### src/sv/assert_macros.svh
// assertion helpers used by the sketch rtl
// each macro expects clk and rst to be visible where it is used
`ifndef ASSERT_MACROS_SVH
`define ASSERT_MACROS_SVH

// condition holds at every clock edge outside reset
`define KQS_ASSERT_ALWAYS(label, cond, msg) \
  label: assert property (@(posedge clk) disable iff (rst) (cond)) else $error(msg);

// consequent holds in the cycle after the antecedent
`define KQS_ASSERT_NEXT(label, ante, cons, msg) \
  label: assert property (@(posedge clk) disable iff (rst) (ante) |=> (cons)) else $error(msg);

`endif

### src/sv/kqs_pkg.sv
// ----------------------------------------------------------------------------
// kqs_pkg
// Shared constants, codes and the lfsr helper function of the quantile sketch.
// ----------------------------------------------------------------------------
package kqs_pkg;

  // default sizes
  localparam int DEF_MAX_LEVELS   = 16;
  localparam int DEF_MAX_CAPACITY = 256;
  localparam int DEF_VALUE_BITS   = 31;

  // field widths
  localparam int OP_W       = 2;
  localparam int Q_W        = 16;
  localparam int ANSWER_W   = 48;
  localparam int TOPCAP_W   = 9;
  localparam int SEED_W     = 32;
  localparam int CFG_IDX_W  = 2;
  localparam int CFG_DATA_W = 32;
  localparam int NORM_W     = 64;

  // operation codes
  localparam logic [OP_W-1:0] OP_INSERT   = 2'd0;
  localparam logic [OP_W-1:0] OP_RANK     = 2'd1;
  localparam logic [OP_W-1:0] OP_QUANTILE = 2'd2;

  // register indexes
  localparam logic [CFG_IDX_W-1:0] CFG_TOP_CAPACITY  = 2'd0;
  localparam logic [CFG_IDX_W-1:0] CFG_SHRINK_FACTOR = 2'd1;
  localparam logic [CFG_IDX_W-1:0] CFG_COIN_SEED     = 2'd2;

  // reset values of the registers
  localparam logic [TOPCAP_W-1:0] RST_TOP_CAPACITY  = 9'd128;
  localparam logic [Q_W-1:0]      RST_SHRINK_FACTOR = 16'd43691;
  localparam logic [SEED_W-1:0]   RST_COIN_SEED     = 32'd1;

  // fixed point rounding constant for Q0.16
  localparam logic [Q_W-1:0] Q_HALF = 16'h8000;

  // coin generator taps and sqrt(2) mantissa for the pass count
  localparam logic [SEED_W-1:0] LFSR_TAPS  = 32'h8020_0003;
  localparam logic [NORM_W-1:0] SQRT2_MANT = 64'hB504_F333_F9DE_6485;

  // galois lfsr, shifting right
  function automatic logic [SEED_W-1:0] lfsr_next(input logic [SEED_W-1:0] s);
    logic [SEED_W-1:0] r;
    r = {1'b0, s[SEED_W-1:1]};
    if (s[0]) begin
      r = r ^ LFSR_TAPS;
    end
    return r;
  endfunction

endpackage

### src/sv/kqs_cap.sv
// ----------------------------------------------------------------------------
// kqs_cap
// Level capacity table: one fixed point multiply per cycle builds
// cap(depth) for every depth, then the table is read by depth.
// ----------------------------------------------------------------------------
module kqs_cap
  import kqs_pkg::*;
#(
  parameter int MAX_LEVELS   = DEF_MAX_LEVELS,
  parameter int MAX_CAPACITY = DEF_MAX_CAPACITY
) (
  input  logic                                clk,
  input  logic                                rst,
  input  logic                                start,
  input  logic [TOPCAP_W-1:0]                 top_capacity,
  input  logic [Q_W-1:0]                      shrink_factor,
  input  logic [$clog2(MAX_LEVELS)-1:0]       rd_depth,
  output logic                                done,
  output logic [$clog2(MAX_CAPACITY+1)-1:0]   rd_cap
);

  localparam int LVL_W  = $clog2(MAX_LEVELS);
  localparam int FILL_W = $clog2(MAX_CAPACITY + 1);
  localparam int ACC_W  = FILL_W + Q_W;
  localparam int PROD_W = ACC_W + Q_W;

  logic [FILL_W-1:0] caps [MAX_LEVELS];
  logic [ACC_W-1:0]  acc;
  logic [ACC_W-1:0]  acc_next;
  logic [PROD_W-1:0] prod;
  logic [FILL_W:0]   cap_round;
  logic [FILL_W-1:0] cap_val;
  logic [FILL_W-1:0] k_clamped;
  logic [LVL_W-1:0]  cnt;
  logic              busy;

  // top capacity clamped to the storage limit
  assign k_clamped = (int'(top_capacity) > MAX_CAPACITY) ? FILL_W'(MAX_CAPACITY)
                                                          : FILL_W'(top_capacity);

  // acc * c rounded back to the accumulator scale
  assign prod     = PROD_W'(acc) * PROD_W'(shrink_factor);
  assign acc_next = ACC_W'((prod + PROD_W'(Q_HALF)) >> Q_W);

  // capacity of the current depth, at least two
  assign cap_round = (FILL_W + 1)'((({1'b0, acc}) + (ACC_W + 1)'(Q_HALF)) >> Q_W);
  assign cap_val   = (cap_round < (FILL_W + 1)'(2)) ? FILL_W'(2) : FILL_W'(cap_round);

  // table sweep, one depth per cycle
  always_ff @(posedge clk) begin
    if (rst) begin
      busy <= 1'b0;
      done <= 1'b0;
      cnt  <= '0;
    end else begin
      done <= 1'b0;
      if (start) begin
        busy <= 1'b1;
        cnt  <= '0;
        acc  <= {k_clamped, Q_W'(0)};
      end else if (busy) begin
        caps[cnt] <= cap_val;
        acc       <= acc_next;
        if (cnt == LVL_W'(MAX_LEVELS - 1)) begin
          busy <= 1'b0;
          done <= 1'b1;
        end else begin
          cnt <= cnt + 1'b1;
        end
      end
    end
  end

  assign rd_cap = caps[rd_depth];

endmodule

### config.mk
export PLATFORM = sky130hd
export DESIGN_NAME = kqs_cap
export DESIGN_NICKNAME = d
export VERILOG_FILES = /design/src/sv/assert_macros.svh /design/src/sv/kqs_pkg.sv /design/src/sv/kqs_cap.sv
export SDC_FILE = /design/constraint.sdc
export NUM_CORES = 1
export LEC_CHECK = 0
export BUFFER_PORTS_ARGS = -buffer_cell sky130_fd_sc_hd__buf_2
export CORE_MARGIN = 2
export CORE_UTILIZATION = 55
export CTS_CLUSTER_SIZE = 30
export DETAILED_ROUTE_END_ITERATION = 8
export PLACE_DENSITY = 0.71
export REMOVE_ABC_BUFFERS = 1
export SLEW_MARGIN = 30
export SYNTH_ARGS = -nofsm -noshare
export SYNTH_HDL_FRONTEND = slang
export SYNTH_SLANG_ARGS = --single-unit
export TNS_END_PERCENT = 1
### constraint.sdc
create_clock -name clk -period 7.35 [get_ports clk]
set_input_delay 0 -clock clk [delete_from_list [all_inputs] [get_ports clk]]
set_output_delay 0 -clock clk [all_outputs]
set_load 0.03 [all_outputs]
==> results.md <==
* Via Count at around 13000
* Die Ht at approximately 190 um
* Setup_tns at 0 ns
* Vias in the first global route at between 10000 and 15000
* DRC Markers at 0
* R2R cell count at 20
* Max layer used: met5
* R2R Path End: acc[18]
* Reg area at 0.00519 mm2
* Final Max Slew Viols at 0
* Die ar. at ~0.038 mm2
* CTS tree: yes
* CP Capture Type: register
* Hold Vio Cnt, Final at 0
* Slew margin rel. at between 30% and 40%
* Synth warn at 0
* Worst path required time at approximately 7.6 ns
* Die X at between 150 and 200 um
* I/O pins at 42
* Fmax at approximately 0.15 GHz
* Reg-to-reg startpoint: acc[18]
* GRT Util Overall at 26.0%
* WS Path Type: reg2reg
* Synthesized netlist cell count at about 1800
* # fillers at 2913
* Clock sink count at ~180
* Largest net degree at the start of global routing at 40
* Reg clk slew, reported paths at 0.09 ns
* Fin crit share at between 90% and 100%
* Clock buffer depth at 2
* Post_cts resized at 0
* Max-cap violations at 0
* Seq/Total Area, Yosys at 26.1%
* Metal2 WL at 22.3 mm
* Synth Flop Type: edfxtp_1
* Most frequent cells in the layout: 401 x inv_1, 319 x fa_1, 234 x nand2_1
* Core footprint at around 0.036 mm2
* Setup violators final at 0
* Critical path peak fanout at 19
* Port bufs at 41
* CP Launch Point: acc[18]
* Commonest non-fill, non-tap cell in the layout: inv_1
* H-tree Lvls at 4
* Area grow syn2layout at 6.73%
* Initial core utilization at about 56%
* Synth Area per Inst at approximately 11 um2
* Row cnt at between 60 and 70
* Post-layout net count at around 2300
* Root buffer cell: clkbuf_16
* Pre-antenna DRT Iters at 5
* Synth unique cells at 65
* RSZ-0062 raised after global routing: no
* Metal3 WL at 3.70 mm
* Data arrival time of the worst path at approximately 6.8 ns
* DRT Wirelength at approximately 46 mm
* Worst-margin pin slew at 0.941 ns
* Post-Syn Area at 0.0199 mm2
* Dpl hpwl at 33.6 mm
* Post-synth EDFFs at ~170
* Total CTS buffers at 17
* FF+latch count, synth at approximately 180
* Sum of routed wire segments on met1 at 19.3 mm
* Status: finished clean
* Wirelength per Cell at between 15 and 20 um
* Fin crit period at approximately 6.6 ns
* Crit path to: acc[18]
* CP startpoint kind: register
* Initial DRC count at a little over 900
* Gpl congestion at around 0.87
* Reg2Reg Setup Slack at 0.72 ns
* Antenna violations before repair at 1
* Worst Skew at around 0.024 ns
* Clock latency at the later pin of the worst-skew pair at roughly 0.44 ns
* Post-CTS Setup Inserts at 0
* Diodes inserted at 0
* Post-synthesis async set-or-reset flop share at 0%
* Share of cells above drive strength 1 at between 9 and 10%
* HP Class: in2reg
* # hold bufs at CTS at 9
* Vias per cell at 5.59
* First-pass GRT wire length at between 70 and 80 mm
* Multi-input gate area at 0.0129 mm2
* Routed Antenna Nets at 0
* Gr ovfl total at 0
## state kept, by name, summed over array words and instances (netlist names)
register,count
cnt,4
acc,25
busy,1
caps,144
done,1
## Yosys cell counts, types with 3 or more instances
library cell,count,area (um2)
a21oi_1,18,90.1
a21oi_2,4,35.0
dfxtp_1,6,120
o211ai_1,4,30.0
edfxtp_1,169,5070
xor2_1,9,78.8
ha_1,136,1700
mux4_2,45,1010
clkbuf_1,76,285
o21bai_1,8,60.1
nand4_1,6,37.5
and2_1,190,1190
nand3_1,25,125
o21ai_1,6,30.0
nand2_1,234,878
a211o_1,3,26.3
fa_1,319,6390
inv_1,401,1510
o21ai_0,8,40.0
nand2b_1,3,18.8
a21o_1,17,128
o21a_1,4,30.0
xnor2_1,19,166
a211oi_1,3,22.5
nor2_1,47,176
nor3_1,18,90.1
buf_2,8,40.0
buf_1,3,11.3
and3_1,7,43.8
## per-stage QoR
step | util (%) | hold WS, ns | std cells | area (um2) | setup slack, ns
after detailed placement | 57.7 | 0.278 | 2271 | 20500 | 0.815
after CTS | 59.6 | 0.00810 | 2312 | 21200 | 0.770
after floorplan | - | 0.0691 | 1753 | 19600 | 1.45
final | 59.7 | 0.0244 | 2312 | 21200 | 0.724
after global placement | 57.5 | 0.272 | 2271 | 20500 | 0.865
after global routing | 59.7 | 0.0424 | 2312 | 21200 | 0.419
## logic make-up (layout without fill, tap and decap cells)
| family | count (synthesis) | after routing | share of synthesized area [%] |
|---|---|---|---|
| simple gates | 540 | 540 | 13.3 |
| xor+xnor | 28 | 28 | 1.23 |
| buf+inv | 488 | 499 | 9.26 |
| flops | 175 | 175 | 26.1 |
| mux | 46 | 46 | 5.15 |
| compound gates | 108 | 108 | 4.28 |
| fa+ha+maj | 455 | 455 | 40.7 |
## worst max-delay path: stages, from the launching register on
cell and delay, ns:
edfxtp_1 0.75, and2_1 0.34, fa_1 0.54, inv_1 0.06, fa_1 0.53, inv_1 0.05
fa_1 0.49, inv_1 0.05, fa_1 0.55, fa_1 0.43, fa_1 0.50, inv_1 0.08
ha_1 0.40, inv_1 0.14, o21ai_0 0.10, a211o_1 0.33, o31ai_4 0.31, o31ai_4 0.14
a21oi_4 0.22, o22ai_1 0.12, a22o_1 0.24
## final cells by class
class                           count  share of cell area, %
Timing Repair Buffer               66                   1.96
Multi-Input combinational cell   1177                   60.9
Clock inverter                     15                  0.872
Sequential cell                   175                   24.5
Tap cell                          461                   2.72
Inverter                          401                   7.09
Clock buffer                       17                   2.00
## worst min path at each step
stage	slack (ns)	startpoint	depth (start not counted)	to
after floorplan	0.07	rst	1	busy
after global placement	0.27	rst	2	busy
after detailed placement	0.28	rst	2	busy
after CTS	0.008	top_capacity[8]	4	acc[22]
after global routing	0.04	top_capacity[8]	4	acc[22]
final	0.02	top_capacity[8]	4	acc[22]
## routing by layer
metal / vias to the layer above / global-route usage [%]
li1: 5738 / -
met1: 6615 / 35.5
met2: 502 / 43.1
met3: 72 / 5.57
met4: 2 / 6.03
met5: - / 0
Power is not shown: default switching activity piles up to over one toggle a cycle in this logic, so the estimate is an artifact.
